## src/hdl/dgtsb_pkg.sv

```systemverilog
`timescale 1ns / 1ps

package dgtsb_pkg;

    localparam int MAX_DIM    = 4096;
    localparam int COORD_W    = $clog2(MAX_DIM);
    localparam int DIM_W      = COORD_W + 1;
    localparam int QUAD_W     = 7;
    localparam int HALF_W     = 13;
    localparam int DEPTH_W    = 8;
    localparam int CFG_IDX_W  = 2;
    localparam int CFG_DATA_W = 13;

    localparam logic [CFG_IDX_W-1:0] REG_QUAD_SIZE    = 2'd0;
    localparam logic [CFG_IDX_W-1:0] REG_IMAGE_WIDTH  = 2'd1;
    localparam logic [CFG_IDX_W-1:0] REG_IMAGE_HEIGHT = 2'd2;

    localparam logic [QUAD_W-1:0] QUAD_SIZE_RESET    = 7'd5;
    localparam logic [DIM_W-1:0]  IMAGE_WIDTH_RESET  = 13'd640;
    localparam logic [DIM_W-1:0]  IMAGE_HEIGHT_RESET = 13'd480;

    localparam logic [DEPTH_W-1:0] EMPTY_DEPTH = 8'hFF;

    localparam int CQ_DEPTH = 2;
    localparam int CQ_PTR_W = $clog2(CQ_DEPTH);
    localparam int CQ_CNT_W = $clog2(CQ_DEPTH + 1);
    localparam int OQ_DEPTH = 4;
    localparam int OQ_PTR_W = $clog2(OQ_DEPTH);
    localparam int OQ_CNT_W = $clog2(OQ_DEPTH + 1);

    typedef struct packed {
        logic [DEPTH_W-1:0] depth_here;
        logic [DEPTH_W-1:0] depth_above;
    } in_t;

    typedef struct packed {
        logic [HALF_W-1:0]  vertex_x_half;
        logic [HALF_W-1:0]  vertex_y_half;
        logic [DEPTH_W-1:0] vertex_depth;
        logic               last_of_run;
    } out_t;

    typedef struct packed {
        logic [HALF_W-1:0]  x_half;
        logic [HALF_W-1:0]  y_half;
        logic [DEPTH_W-1:0] depth;
    } vtx_t;

    typedef struct packed {
        logic [DEPTH_W-1:0] depth_here;
        logic [DEPTH_W-1:0] depth_above;
        logic [COORD_W-1:0] col;
        logic [COORD_W-1:0] row;
        logic [COORD_W-1:0] up;
        logic [COORD_W-1:0] left;
        logic               row_end;
        logic               frame_end;
    } cmd_t;

    function automatic logic [HALF_W-1:0] half_unit(input logic [COORD_W-1:0] v);
        return HALF_W'({v, 1'b1});
    endfunction

endpackage

```

## src/hdl/depth_grid_triangle_strip_builder.sv

```systemverilog
// Builds triangle-strip vertices from a depth grid sampled every quad_size pixels.
// Each request carries the depth at the current grid point and at the point one quad
// row above; the block tracks column and row itself, walking each row left to right
// and wrapping to the first row after the last. Results come out one vertex at a
// time, and last_of_run marks the final vertex caused by a request (a request may
// cause none). The front end takes one request per cycle, unless full, into a
// two-entry command queue; the back end sequencer steps through the vertices of
// each request, also taking a step for each grid point that yields no vertex. A
// four-entry result queue sits between the sequencer and the output. Configuration
// registers (0: quad_size, 1: image_width, 2: image_height) are written by the user
// via cfg_write, cfg_index and cfg_data only while the block is idle (not enforced).
`timescale 1ns / 1ps

module depth_grid_triangle_strip_builder (
    input  logic                                clk,
    input  logic                                rst_n,
    input  logic                                push,
    output logic                                full,
    input  dgtsb_pkg::in_t                      item,
    output logic                                empty,
    input  logic                                pop,
    output dgtsb_pkg::out_t                     vertex,
    input  logic                                cfg_write,
    input  logic [dgtsb_pkg::CFG_IDX_W-1:0]     cfg_index,
    input  logic [dgtsb_pkg::CFG_DATA_W-1:0]    cfg_data
);
    import dgtsb_pkg::*;

    logic cmd_valid;
    logic cmd_pop;
    cmd_t cmd;

    dgtsb_front u_front (
        .clk       (clk),
        .rst_n     (rst_n),
        .push      (push),
        .full      (full),
        .item      (item),
        .cfg_write (cfg_write),
        .cfg_index (cfg_index),
        .cfg_data  (cfg_data),
        .cmd_valid (cmd_valid),
        .cmd       (cmd),
        .cmd_pop   (cmd_pop)
    );

    dgtsb_back u_back (
        .clk       (clk),
        .rst_n     (rst_n),
        .cmd_valid (cmd_valid),
        .cmd       (cmd),
        .cmd_pop   (cmd_pop),
        .empty     (empty),
        .pop       (pop),
        .vertex    (vertex)
    );

endmodule

```

## src/hdl/dgtsb_front.sv

```systemverilog
`timescale 1ns / 1ps

module dgtsb_front (
    input  logic                                clk,
    input  logic                                rst_n,
    input  logic                                push,
    output logic                                full,
    input  dgtsb_pkg::in_t                      item,
    input  logic                                cfg_write,
    input  logic [dgtsb_pkg::CFG_IDX_W-1:0]     cfg_index,
    input  logic [dgtsb_pkg::CFG_DATA_W-1:0]    cfg_data,
    output logic                                cmd_valid,
    output dgtsb_pkg::cmd_t                     cmd,
    input  logic                                cmd_pop
);
    import dgtsb_pkg::*;

    logic [QUAD_W-1:0]   quad_reg;
    logic [DIM_W-1:0]    width_reg;
    logic [DIM_W-1:0]    height_reg;
    logic [COORD_W-1:0]  col_reg;
    logic [COORD_W-1:0]  col_next;
    logic [COORD_W-1:0]  row_reg;
    logic [COORD_W-1:0]  row_next;
    cmd_t                cq_mem [CQ_DEPTH];
    logic [CQ_PTR_W-1:0] cq_wr_reg;
    logic [CQ_PTR_W-1:0] cq_rd_reg;
    logic [CQ_CNT_W-1:0] cq_count_reg;
    logic [CQ_CNT_W-1:0] cq_count_next;

    logic [QUAD_W-1:0]   q_eff;
    logic [DIM_W-1:0]    w_eff;
    logic [DIM_W-1:0]    h_eff;
    logic [DIM_W-1:0]    col_sum;
    logic [DIM_W-1:0]    row_sum;
    logic                accept;
    cmd_t                new_cmd;

    always_comb
    begin
        q_eff = (quad_reg == '0) ? QUAD_W'(1) : quad_reg;

        if (width_reg == '0)
            w_eff = DIM_W'(1);
        else if (width_reg > DIM_W'(MAX_DIM))
            w_eff = DIM_W'(MAX_DIM);
        else
            w_eff = width_reg;

        if (height_reg == '0)
            h_eff = DIM_W'(1);
        else if (height_reg > DIM_W'(MAX_DIM))
            h_eff = DIM_W'(MAX_DIM);
        else
            h_eff = height_reg;

        col_sum = {1'b0, col_reg} + DIM_W'(q_eff);
        row_sum = {1'b0, row_reg} + DIM_W'(q_eff);

        new_cmd.depth_here  = item.depth_here;
        new_cmd.depth_above = item.depth_above;
        new_cmd.col         = col_reg;
        new_cmd.row         = row_reg;
        new_cmd.up          = row_reg - COORD_W'(q_eff);
        new_cmd.left        = col_reg - COORD_W'(q_eff);
        new_cmd.row_end     = (col_sum >= w_eff);
        new_cmd.frame_end   = (row_sum >= h_eff);

        if (new_cmd.row_end)
        begin
            col_next = '0;
            row_next = new_cmd.frame_end ? COORD_W'(q_eff) : row_sum[COORD_W-1:0];
        end
        else
        begin
            col_next = col_sum[COORD_W-1:0];
            row_next = row_reg;
        end
    end

    assign full      = (cq_count_reg == CQ_CNT_W'(CQ_DEPTH));
    assign accept    = push && !full;
    assign cmd_valid = (cq_count_reg != '0);
    assign cmd       = cq_mem[cq_rd_reg];

    always_comb
    begin
        cq_count_next = cq_count_reg;
        if (accept && !cmd_pop)
            cq_count_next = cq_count_reg + CQ_CNT_W'(1);
        else if (!accept && cmd_pop)
            cq_count_next = cq_count_reg - CQ_CNT_W'(1);
    end

    always_ff @(posedge clk or negedge rst_n)
    begin
        if (!rst_n)
        begin
            quad_reg     <= QUAD_SIZE_RESET;
            width_reg    <= IMAGE_WIDTH_RESET;
            height_reg   <= IMAGE_HEIGHT_RESET;
            col_reg      <= '0;
            row_reg      <= COORD_W'(QUAD_SIZE_RESET);
            cq_wr_reg    <= '0;
            cq_rd_reg    <= '0;
            cq_count_reg <= '0;
        end
        else
        begin
            if (cfg_write)
            begin
                case (cfg_index)
                    REG_QUAD_SIZE:    quad_reg   <= cfg_data[QUAD_W-1:0];
                    REG_IMAGE_WIDTH:  width_reg  <= cfg_data[DIM_W-1:0];
                    REG_IMAGE_HEIGHT: height_reg <= cfg_data[DIM_W-1:0];
                    default:          ;
                endcase
            end
            if (accept)
            begin
                col_reg   <= col_next;
                row_reg   <= row_next;
                cq_wr_reg <= cq_wr_reg + CQ_PTR_W'(1);
            end
            if (cmd_pop)
                cq_rd_reg <= cq_rd_reg + CQ_PTR_W'(1);
            cq_count_reg <= cq_count_next;
        end
    end

    always_ff @(posedge clk)
    begin
        if (accept)
            cq_mem[cq_wr_reg] <= new_cmd;
    end

endmodule

```

## src/hdl/dgtsb_back.sv

```systemverilog
`timescale 1ns / 1ps

module dgtsb_back (
    input  logic             clk,
    input  logic             rst_n,
    input  logic             cmd_valid,
    input  dgtsb_pkg::cmd_t  cmd,
    output logic             cmd_pop,
    output logic             empty,
    input  logic             pop,
    output dgtsb_pkg::out_t  vertex
);
    import dgtsb_pkg::*;

    typedef enum logic [1:0] {
        PH_START,
        PH_PT0,
        PH_PT1,
        PH_END
    } phase_t;

    localparam logic [2:0] SLOT_PREV  = 3'd0;
    localparam logic [2:0] SLOT_FAR_A = 3'd1;
    localparam logic [2:0] SLOT_FAR_B = 3'd2;
    localparam logic [2:0] SLOT_NEAR  = 3'd3;
    localparam logic [2:0] SLOT_POINT = 3'd4;

    phase_t              phase_reg;
    phase_t              phase_next;
    logic                fresh_reg;
    logic                fresh_next;
    logic [2:0]          slot_reg;
    logic [2:0]          slot_next;
    logic [1:0]          full_reg;
    logic [1:0]          full_next;
    logic [1:0]          used_reg;
    logic [1:0]          used_next;
    logic                strip_reg;
    logic                strip_next;
    logic                any_reg;
    logic                any_next;
    vtx_t                prev_reg;
    vtx_t                prev_next;
    logic [DEPTH_W-1:0]  dep_reg [2];
    logic [DEPTH_W-1:0]  dep_next [2];
    out_t                pend_reg;
    logic                pend_valid_reg;
    out_t                oq_mem [OQ_DEPTH];
    logic [OQ_PTR_W-1:0] oq_wr_reg;
    logic [OQ_PTR_W-1:0] oq_rd_reg;
    logic [OQ_CNT_W-1:0] oq_count_reg;
    logic [OQ_CNT_W-1:0] oq_count_next;

    phase_t              eff_phase;
    logic                rs_needed;
    logic                is_pt1;
    logic [COORD_W-1:0]  px;
    logic [COORD_W-1:0]  py;
    logic [COORD_W-1:0]  nx;
    logic [COORD_W-1:0]  ny;
    logic [COORD_W-1:0]  fx;
    logic [COORD_W-1:0]  fy;
    logic [DEPTH_W-1:0]  pd;
    logic [DEPTH_W-1:0]  fd;
    logic                pd_full;
    logic                pt_has;
    logic                pt_skip;
    logic [2:0]          start_slot;
    logic [2:0]          cur_slot;
    vtx_t                slot_v;
    vtx_t                new_v;
    logic                emit;
    logic                step_end;
    logic                oq_full;
    logic                back_go;
    logic                oq_push;
    logic                oq_pop;

    assign rs_needed = (cmd.col == '0) &&
                       ((cmd.depth_here != EMPTY_DEPTH) || (cmd.depth_above != EMPTY_DEPTH));
    assign eff_phase = ((phase_reg == PH_START) && !rs_needed) ? PH_PT0 : phase_reg;
    assign is_pt1    = (eff_phase == PH_PT1);

    // The second point of a pair lies one quad row up; its neighbors shift accordingly.
    always_comb
    begin
        px      = cmd.col;
        py      = is_pt1 ? cmd.up : cmd.row;
        pd      = is_pt1 ? cmd.depth_above : cmd.depth_here;
        nx      = is_pt1 ? cmd.col : cmd.left;
        ny      = is_pt1 ? cmd.row : cmd.up;
        fx      = cmd.left;
        fy      = is_pt1 ? cmd.up : cmd.row;
        fd      = full_reg[1] ? dep_reg[1] : dep_reg[0];
        pd_full = (pd != EMPTY_DEPTH);

        pt_has     = 1'b0;
        pt_skip    = 1'b0;
        start_slot = SLOT_POINT;
        if (pd_full)
        begin
            if (full_reg[0] || full_reg[1] || (used_reg[0] && used_reg[1]))
            begin
                pt_has = 1'b1;
            end
            else if (used_reg[0] && !used_reg[1])
            begin
                pt_has     = 1'b1;
                start_slot = SLOT_NEAR;
            end
            else if (!used_reg[0] && !used_reg[1])
            begin
                pt_has     = 1'b1;
                start_slot = any_reg ? SLOT_PREV : SLOT_FAR_A;
            end
            else
            begin
                pt_skip = 1'b1;
            end
        end
        else if (full_reg[0] || full_reg[1])
        begin
            pt_has = 1'b1;
        end

        cur_slot = fresh_reg ? start_slot : slot_reg;

        case (cur_slot)
            SLOT_PREV:  slot_v = prev_reg;
            SLOT_FAR_A,
            SLOT_FAR_B: slot_v = '{half_unit(fx), half_unit(fy), pd};
            SLOT_NEAR:  slot_v = '{half_unit(nx), half_unit(ny), pd};
            default:    slot_v = '{half_unit(px), half_unit(py), pd_full ? pd : fd};
        endcase
    end

    always_comb
    begin
        phase_next  = phase_reg;
        fresh_next  = fresh_reg;
        slot_next   = slot_reg;
        full_next   = full_reg;
        used_next   = used_reg;
        strip_next  = strip_reg;
        any_next    = any_reg;
        prev_next   = prev_reg;
        dep_next[0] = dep_reg[0];
        dep_next[1] = dep_reg[1];
        emit        = 1'b0;
        step_end    = 1'b0;
        new_v       = slot_v;

        case (eff_phase)
            PH_START:
            begin
                emit       = 1'b1;
                new_v      = '{half_unit(COORD_W'(0)), half_unit(cmd.row),
                               (cmd.depth_here != EMPTY_DEPTH) ? cmd.depth_here
                                                               : cmd.depth_above};
                phase_next = PH_PT0;
                fresh_next = 1'b1;
            end
            PH_PT0,
            PH_PT1:
            begin
                emit = pt_has;
                if (pt_has && (cur_slot != SLOT_POINT))
                begin
                    slot_next  = cur_slot + 3'd1;
                    fresh_next = 1'b0;
                end
                else
                begin
                    fresh_next = 1'b1;
                    if (!pt_skip)
                    begin
                        if (pd_full)
                        begin
                            full_next  = {1'b1, full_reg[1]};
                            used_next  = (start_slot == SLOT_POINT) ? {1'b1, used_reg[1]}
                                                                    : 2'b11;
                            strip_next = 1'b1;
                        end
                        else
                        begin
                            full_next = {1'b0, full_reg[1]};
                            used_next = {pt_has, used_reg[1]};
                            if (pt_has)
                                strip_next = 1'b1;
                        end
                        dep_next[0] = dep_reg[1];
                        dep_next[1] = pd;
                    end
                    if (!is_pt1)
                        phase_next = PH_PT1;
                    else if (cmd.row_end && strip_next)
                        phase_next = PH_END;
                    else
                        step_end = 1'b1;
                end
            end
            PH_END:
            begin
                emit     = 1'b1;
                new_v    = prev_reg;
                step_end = 1'b1;
            end
            default:
            begin
                step_end = 1'b1;
            end
        endcase

        if (emit)
        begin
            prev_next = new_v;
            any_next  = 1'b1;
        end

        if (step_end)
        begin
            phase_next = PH_START;
            fresh_next = 1'b1;
            if (cmd.row_end)
            begin
                full_next  = 2'b00;
                used_next  = 2'b11;
                strip_next = 1'b0;
            end
            if (cmd.row_end && cmd.frame_end)
                any_next = 1'b0;
        end
    end

    // The newest vertex waits in a holding register until it is known whether it
    // closes its request; it then moves into the output queue.
    assign oq_full = (oq_count_reg == OQ_CNT_W'(OQ_DEPTH));
    assign back_go = cmd_valid && !(pend_valid_reg && (pend_reg.last_of_run || emit) && oq_full);
    assign oq_push = pend_valid_reg && !oq_full && (pend_reg.last_of_run || (cmd_valid && emit));
    assign oq_pop  = pop && !empty;
    assign cmd_pop = back_go && step_end;
    assign empty   = (oq_count_reg == '0);
    assign vertex  = oq_mem[oq_rd_reg];

    always_comb
    begin
        oq_count_next = oq_count_reg;
        if (oq_push && !oq_pop)
            oq_count_next = oq_count_reg + OQ_CNT_W'(1);
        else if (!oq_push && oq_pop)
            oq_count_next = oq_count_reg - OQ_CNT_W'(1);
    end

    always_ff @(posedge clk or negedge rst_n)
    begin
        if (!rst_n)
        begin
            phase_reg      <= PH_START;
            fresh_reg      <= 1'b1;
            slot_reg       <= SLOT_PREV;
            full_reg       <= 2'b00;
            used_reg       <= 2'b11;
            strip_reg      <= 1'b0;
            any_reg        <= 1'b0;
            prev_reg       <= '0;
            pend_valid_reg <= 1'b0;
            oq_wr_reg      <= '0;
            oq_rd_reg      <= '0;
            oq_count_reg   <= '0;
        end
        else
        begin
            if (back_go)
            begin
                phase_reg <= phase_next;
                fresh_reg <= fresh_next;
                slot_reg  <= slot_next;
                full_reg  <= full_next;
                used_reg  <= used_next;
                strip_reg <= strip_next;
                any_reg   <= any_next;
                prev_reg  <= prev_next;
            end

            if (back_go && emit)
                pend_valid_reg <= 1'b1;
            else if (oq_push)
                pend_valid_reg <= 1'b0;

            if (oq_push)
                oq_wr_reg <= oq_wr_reg + OQ_PTR_W'(1);
            if (oq_pop)
                oq_rd_reg <= oq_rd_reg + OQ_PTR_W'(1);
            oq_count_reg <= oq_count_next;
        end
    end

    always_ff @(posedge clk)
    begin
        if (back_go)
        begin
            dep_reg[0] <= dep_next[0];
            dep_reg[1] <= dep_next[1];
        end
        if (back_go && emit)
            pend_reg <= '{new_v.x_half, new_v.y_half, new_v.depth, step_end};
        else if (back_go && step_end)
            pend_reg.last_of_run <= 1'b1;
        if (oq_push)
            oq_mem[oq_wr_reg] <= pend_reg;
    end

endmodule

```

## config.mk

```make
export PLATFORM = sky130hd
export DESIGN_NAME = depth_grid_triangle_strip_builder
export DESIGN_NICKNAME = d
export VERILOG_FILES = /design/src/hdl/dgtsb_pkg.sv /design/src/hdl/depth_grid_triangle_strip_builder.sv /design/src/hdl/dgtsb_front.sv /design/src/hdl/dgtsb_back.sv
export SDC_FILE = /design/constraint.sdc
export NUM_CORES = 1
export LEC_CHECK = 0
export BUFFER_PORTS_ARGS = -buffer_cell sky130_fd_sc_hd__buf_2
export CAP_MARGIN = 30
export CORE_AREA = 2 2 229 209
export CTS_CLUSTER_SIZE = 28
export DETAILED_ROUTE_END_ITERATION = 10
export DIE_AREA = 0 0 231 211
export GPL_TIMING_DRIVEN = 0
export HOLD_SLACK_MARGIN = 0.15
export PLACE_DENSITY = 0.64
export RECOVER_POWER = 50
export REMOVE_ABC_BUFFERS = 1
export SLEW_MARGIN = 20
export SYNTH_ARGS = -nofsm -noshare
export SYNTH_HDL_FRONTEND = slang
export SYNTH_SLANG_ARGS = --single-unit
```

## constraint.sdc

```tcl
create_clock -name clk -period 9.1 [get_ports clk]
set_clock_uncertainty 0.1 [all_clocks]
set_input_delay 0.91 -clock clk [delete_from_list [all_inputs] [get_ports clk]]
set_output_delay 0.91 -clock clk [all_outputs]
set_load 0.03 [all_outputs]
```

# Word-level counts from Yosys, hierarchy flattened

Memory sizes are Yosys's and may differ from the RTL's.
Cells that the tools add are included.

Add/subtract/negate cells: 13
Multipliers: 0
Div/mod/pow operators: 0
Order comparisons: 4
Equality and inequality tests: 17
Shifts and indexed selects: 0
Multiplexer cells: 87
Bitwise logic cells: 0
Reductions and logical operators: 64

Operator list:

| operator             | count |
|---|---|
| $pmux 34 s3          | 1 |
| $pmux 34 s2          | 1 |
| $mux 12              | 5 |
| $mux 13              | 4 |
| $mux 16              | 3 |
| $mux 1               | 38 |
| $mux 2               | 19 |
| $mux 8               | 4 |
| $add 12x7->13        | 2 |
| $ge 13x13->1         | 2 |
| $gt 13x13->1 const B | 2 |
| $logic_not 13->1     | 2 |
| $ne 8x8->1 const B   | 3 |
| $sub 12x7->12        | 2 |
| $logic_and 1x1->1    | 22 |
| $mux 3               | 7 |
| $logic_not 12->1     | 1 |
| $reduce_and 2->1     | 6 |
| $logic_not 1->1      | 11 |
| $reduce_bool 2->1    | 5 |
| $eq 2x2->1 const B   | 4 |
| $logic_not 7->1      | 1 |
| $mux 7               | 1 |
| $add 2x1->2 const B  | 3 |
| other kinds (20)     | 36 |

Register bits: 150
Latch bits: 0
RAM bits: 288
Memory bits (read-only): 0
Bits of input ports: 36
Output and inout port bits: 37
Word-level logic and storage cells: 214
Memories: 3

Memories:

| memory         | depth | width | rd ports | clocked after memory_dff | wr ports | RTL line          | RTL |
|---|---|---|---|---|---|---|---|
| u_back.oq_mem  | 4     | 35    | 1        | 0                        | 1        | dgtsb_back.sv:48  | `out_t oq_mem [OQ_DEPTH];` |
| u_front.cq_mem | 2     | 66    | 1        | 0                        | 1        | dgtsb_front.sv:25 | `cmd_t cq_mem [CQ_DEPTH];` |
| u_back.dep_reg | 2     | 8     | 2        | 0                        | 2        | dgtsb_back.sv:44  | `logic [DEPTH_W-1:0] dep_reg [2];` |

# Depth between registers and ports, before layout

An unclocked memory read counts as a cell.

Word-level depth: 25
Gate-level depth with buffers: 22
Depth with buffers taken out: 20

# Cells and area by module

From an unflattened synthesis, not the netlist that was laid out.

Cells, all modules: 1508
Area, all modules: 20727.4 um^2

Modules (own cells, without submodules):

| module      | times used | cells each | area each (um^2) | seq. area each (um^2) |
|---|---|---|---|---|
| dgtsb_back  | 1          | 781        | 11194.5          | 7090.6 |
| dgtsb_front | 1          | 727        | 9532.9           | 5502.8 |

# Least setup slack after synthesis

Ideal clock, no wire load.

Path type: input port to flip-flop
From: input port push
To: memory u_front.cq_mem[0][0] (netlist name) (enable)
Setup time: 0.491 ns
Arrival time: 4.039 ns
Required time: 8.509 ns
Setup slack: 4.470 ns
Cell stages on the path: 3
Path buffers: 1
Cell sequence: nand2_1 > clkbuf_1 > nor2_1

Cells in the longest elaborated chain, start to end: 3

Ends and longest elaborated chain:

| what                         | RTL line                                | RTL |
|---|---|---|
| from (decl)                  | depth_grid_triangle_strip_builder.sv:17 | `input logic push,` |
| $logic_and 1x1->1            | dgtsb_front.sv:82                       | `assign accept = push && !full;` |
| $mux 1                       | dgtsb_front.sv:133                      | `if (accept)` |
| $mux 1 (not written as such) | dgtsb_front.sv:134                      | `cq_mem[cq_wr_reg] <= new_cmd;` |
| to (decl)                    | dgtsb_front.sv:25                       |  |

No other way between the ends.

# Worst setup path in the final report

From: register u_front.cq_rd_reg
To: register u_back.prev_reg[29] (netlist name)

Cells in the longest elaborated chain, start to end: 18
Elaborated cells between the ends (all ways): 35
Those cells by class: eq/ne (9); mux (9); reduce/logical (16); memory (1)

Ends and longest elaborated chain:

| what                                                                | RTL line           | RTL |
|---|---|---|
| from (decl)                                                         | dgtsb_front.sv:27  | `logic [CQ_PTR_W-1:0] cq_rd_reg;` |
| from (signal assigned)                                              | dgtsb_front.sv:126 | `cq_rd_reg <= cq_rd_reg + CQ_PTR_W'(1);` |
| $mem_v2 2x66 *                                                      | -                  |  |
| parallel branches: the longest is 17 deep, another holds $ne 8x8->1 | -                  |  |
| to (signal assigned)                                                | dgtsb_back.sv:282  | `prev_reg <= prev_next;` |
| to (decl)                                                           | dgtsb_back.sv:42   | `vtx_t prev_reg;` |

Every way passes the cells marked *.
A chain may end at the register's enable or synchronous reset.

==> flow_summary.json <==
{
  "run_status": "finished, violations left",
  "violations": "capacitance limit, slew limit",
  "hold_path_class": "reg -> reg",
  "synth-simple-area-share_pct": 7.16,
  "start_util_pct": 44.7,
  "fill_cells": 3936,
  "seq_power_share_pct": 40.3,
  "synth_top_cells_by_area": "edfxtp_1 47%, dfrtp_1 12%, mux4_2 7.6%",
  "met2_usage_pct": 28.9,
  "synth_area_per_cell_sq_um": 14.3,
  "crit_fanout": 32,
  "p_per_area_nw_per_um2": 400,
  "setup_viol": 0,
  "drt_first_pass_iters": 5,
  "cts_setup_buffers": 0,
  "io_pins": 73,
  "place_congestion": 0.832,
  "die_w_um": 231,
  "first_iter_violations": 791,
  "reg2regPathDepth": 15,
  "cp.arrival_ps": 6210,
  "min_from": "u_back.dep_reg[0][8]$_DFFE_PP_",
  "synthXorXnorAreaFrac_pct": 2.04,
  "p_sw_mw": 3.43,
  "largest_register_ffs": 140,
  "fp.coreArea_sq_um": 46200,
  "cts_tree": "built",
  "hold_buffers": 0,
  "io_buffers": 72,
  "path_class": "reg -> reg",
  "rsz0062_at_grt": "false",
  "final-seq-area_sq_um": 12600,
  "netlist_instances": 1448,
  "r2r-start": "u_front.cq_rd_reg$_DFFE_PN0P_",
  "htree_num_levels": 2,
  "clk_latency_ps": 570,
  "async_flop_share_pct": 26.3,
  "hpwl_um": 29500,
  "ff2ff_setup_slack_ps": 3280,
  "place_ws_ps": 3510,
  "fin_ws_ps": 3280,
  "synth_top_area_share_pct": 47.0,
  "synth_top_family_by_area": "multiplexers",
  "required_ps": 9490,
  "vias": 12100,
  "path_clk_slew_ps": 60,
  "yosysUniqueCellTypes": 77,
  "cts_root_buf": "clkbuf_16",
  "final_max_slew_viol_count": 72,
  "muxShareOfSynthArea_pct": 13.4,
  "antenna_found_initial": 0,
  "fin_crit_ps": 5820,
  "period_share_pct": 64.0,
  "grt_busiest_layer": "met2",
  "met3_usage_pct": 3.33,
  "area_growth_pct": 13.2,
  "layout-drive-gt1-share_pct": 20.8,
  "drt-vias-per-instance": 5.59,
  "netlist_area_sq_um": 20600,
  "peakVddDrop_mv": 0.191,
  "drv_cap": 2,
  "cts_made_buffers": 45,
  "ys_ff_latch": 438,
  "p_leak_nw": 8.70,
  "tightest_slew_ps": 3160,
  "p_comb_share_pct": 40.0,
  "synth-compound-area-share_pct": 9.40,
  "tns_ps": 0,
  "hold_depth": 0,
  "switching_share_pct": 36.7,
  "wl_per_cell_um": 19.7,
  "multi_input_area_sq_um": 7610,
  "first_global_vias": 12400,
  "route.detailed.drc": 0,
  "synth-adder-area-share_pct": 4.55,
  "clock-sinks": 438,
  "die-area_sq_um": 48700,
  "wl_um": 42600,
  "postCtsResizedCells": 0,
  "grt_max_degree": 67,
  "worstSetupStartpointType": "flip-flop",
  "totalPowerFinal_mw": 9.34,
  "antenna_cells": 0,
  "grt_first_pass_wirelength_um": 68600,
  "synth-edff-count": 323,
  "synth_area_leader_cell": "edfxtp_1",
  "hold_viol_final": 0,
  "r2r_end": "u_back.prev_reg[29]$_DFFE_PN0P_",
  "track_usage_pct": 18.0,
  "worstSetupEndpointType": "flip-flop",
  "drtAntennaViolNets": 0,
  "p_int_mw": 5.91,
  "relSlewSlack_pct": -111,
  "yosysSeqAreaShare_pct": 61.0,
  "met1_usage_pct": 25.2,
  "synthFlopType": "edfxtp_1",
  "clock.fmax_ghz": 0.172,
  "cts_buffer_depth": 3,
  "hold_path_end": "u_back.dep_reg[0][0]$_DFFE_PP_",
  "nets": 1621,
  "overflow": 0,
  "row_count": 75,
  "ys.warnings.count": 0,
  "fp.dieH_um": 211,
  "clkPwrFrac_pct": 19.6
}
==> final cells by class <==
class,instances,share of cell area [%]
sequential,438,53.9
clock buffer,62,5.31
inverter,47,0.760
timing repair buffer,93,3.20
clock inverter,20,1.00
multi-input combinational,888,32.5
tap,616,3.30
==> cells in the mapped netlist (all sizes together), types with 12 or more instances <==
master  instances
a31oi          26
clkbuf         43
a21o           14
nand2         125
a22o           28
mux4           70
nand2b         20
a222oi         13
inv            46
o211ai         14
dfstp          13
edfxtp        323
ha             67
nor2           76
a21boi         22
o21ai          50
a21oi          46
xor2           20
mux2           70
mux2i          41
dfrtp         102
nand3          12
xnor2          28
buf            32
==> worst max path at each step <==
stage	from	endpoint	slack [ps]	depth (start not counted)
2_1_floorplan	u_front.cq_rd_reg$_DFFE_PN0P_	u_back.prev_reg[33]$_DFFE_PN0P_	1560	14
3_3_place_gp	u_front.cq_rd_reg$_DFFE_PN0P_	u_back.prev_reg[26]$_DFFE_PN0P_	-1280	14
3_5_place_dp	u_front.quad_reg[1]$_DFFE_PN0P_	u_front.row_reg[8]$_DFFE_PN0P_	3510	17
4_1_cts	u_front.quad_reg[1]$_DFFE_PN0P_	u_front.row_reg[8]$_DFFE_PN0P_	3500	17
5_1_grt	u_front.cq_rd_reg$_DFFE_PN0P_	u_back.oq_count_reg[2]$_DFFE_PN0P_	2930	16
6_report	u_front.cq_rd_reg$_DFFE_PN0P_	u_back.prev_reg[29]$_DFFE_PN0P_	3280	15
==> per-layer routing <==
layer  wire length (um)  share of wire [%]
met5                  0                  0
met4                872                2.0
met3               1960                4.6
met2              20000                 47
met1              19800                 46
==> critical path, cell delays in order, from the launching register on <==
cell and delay, ps:
dfrtp_1 1080, mux2_2 370, a21boi_2 230, and2_1 400, nand3_1 200, nand4b_1 160, nand2_1 80, ha_2 480
or3_1 490, a311oi_2 370, o22a_2 270, nand2_2 100, clkinv_2 320, nand2_2 290, nor2_2 560, a22o_1 230
==> logic make-up after synthesis <==
family          Yosys count
xor+xnor                 48
mux                     181
buf+inv                 122
compound gates          277
fa+ha+maj                72
flops                   438
simple gates            310
==> stage by stage <==
stage	instances	instance area, sq um	util [%]	hold slack [ps]
floorplan	1373	20300	-	322
global placement	2061	21500	46.5	327
detailed placement	2081	22000	47.6	341
CTS	2163	23500	50.8	156
global route	2164	23400	50.6	358
finish	2164	23400	50.6	348
==> cells in the final DEF, fill, tap and decap left out, types with 11 or more instances in the layout <==
master,Yosys,routed
ha_1,67,66
o211ai_1,14,14
a22oi_1,11,11
edfxtp_1,323,323
clkbuf_1,43,26
nor2_1,75,73
nor3_1,11,11
a22o_1,28,28
mux2i_1,41,41
mux4_2,70,70
buf_2,15,60
clkbuf_16,0,46
a21o_1,14,14
inv_1,46,46
xnor2_1,28,28
dfrtp_1,102,100
nand3_1,11,11
xor2_1,20,20
a31oi_1,26,26
o21ai_0,48,48
a222oi_1,13,13
nand2_1,123,123
nand2b_1,19,18
mux2_2,69,63
a21boi_0,20,20
a21oi_1,46,44
==> power by group through the flow <==
stage                     registers (mW)  logic (mW)  clock network (mW)
after floorplan                     3.74        2.64                   0
after global placement              3.93        3.43                   0
after detailed placement            3.81        3.79                   0
after CTS                           3.77        3.80                1.87
after global routing                3.87        4.12                1.95
final                               3.77        3.74                1.83
Power figures use the tool's default switching activity.
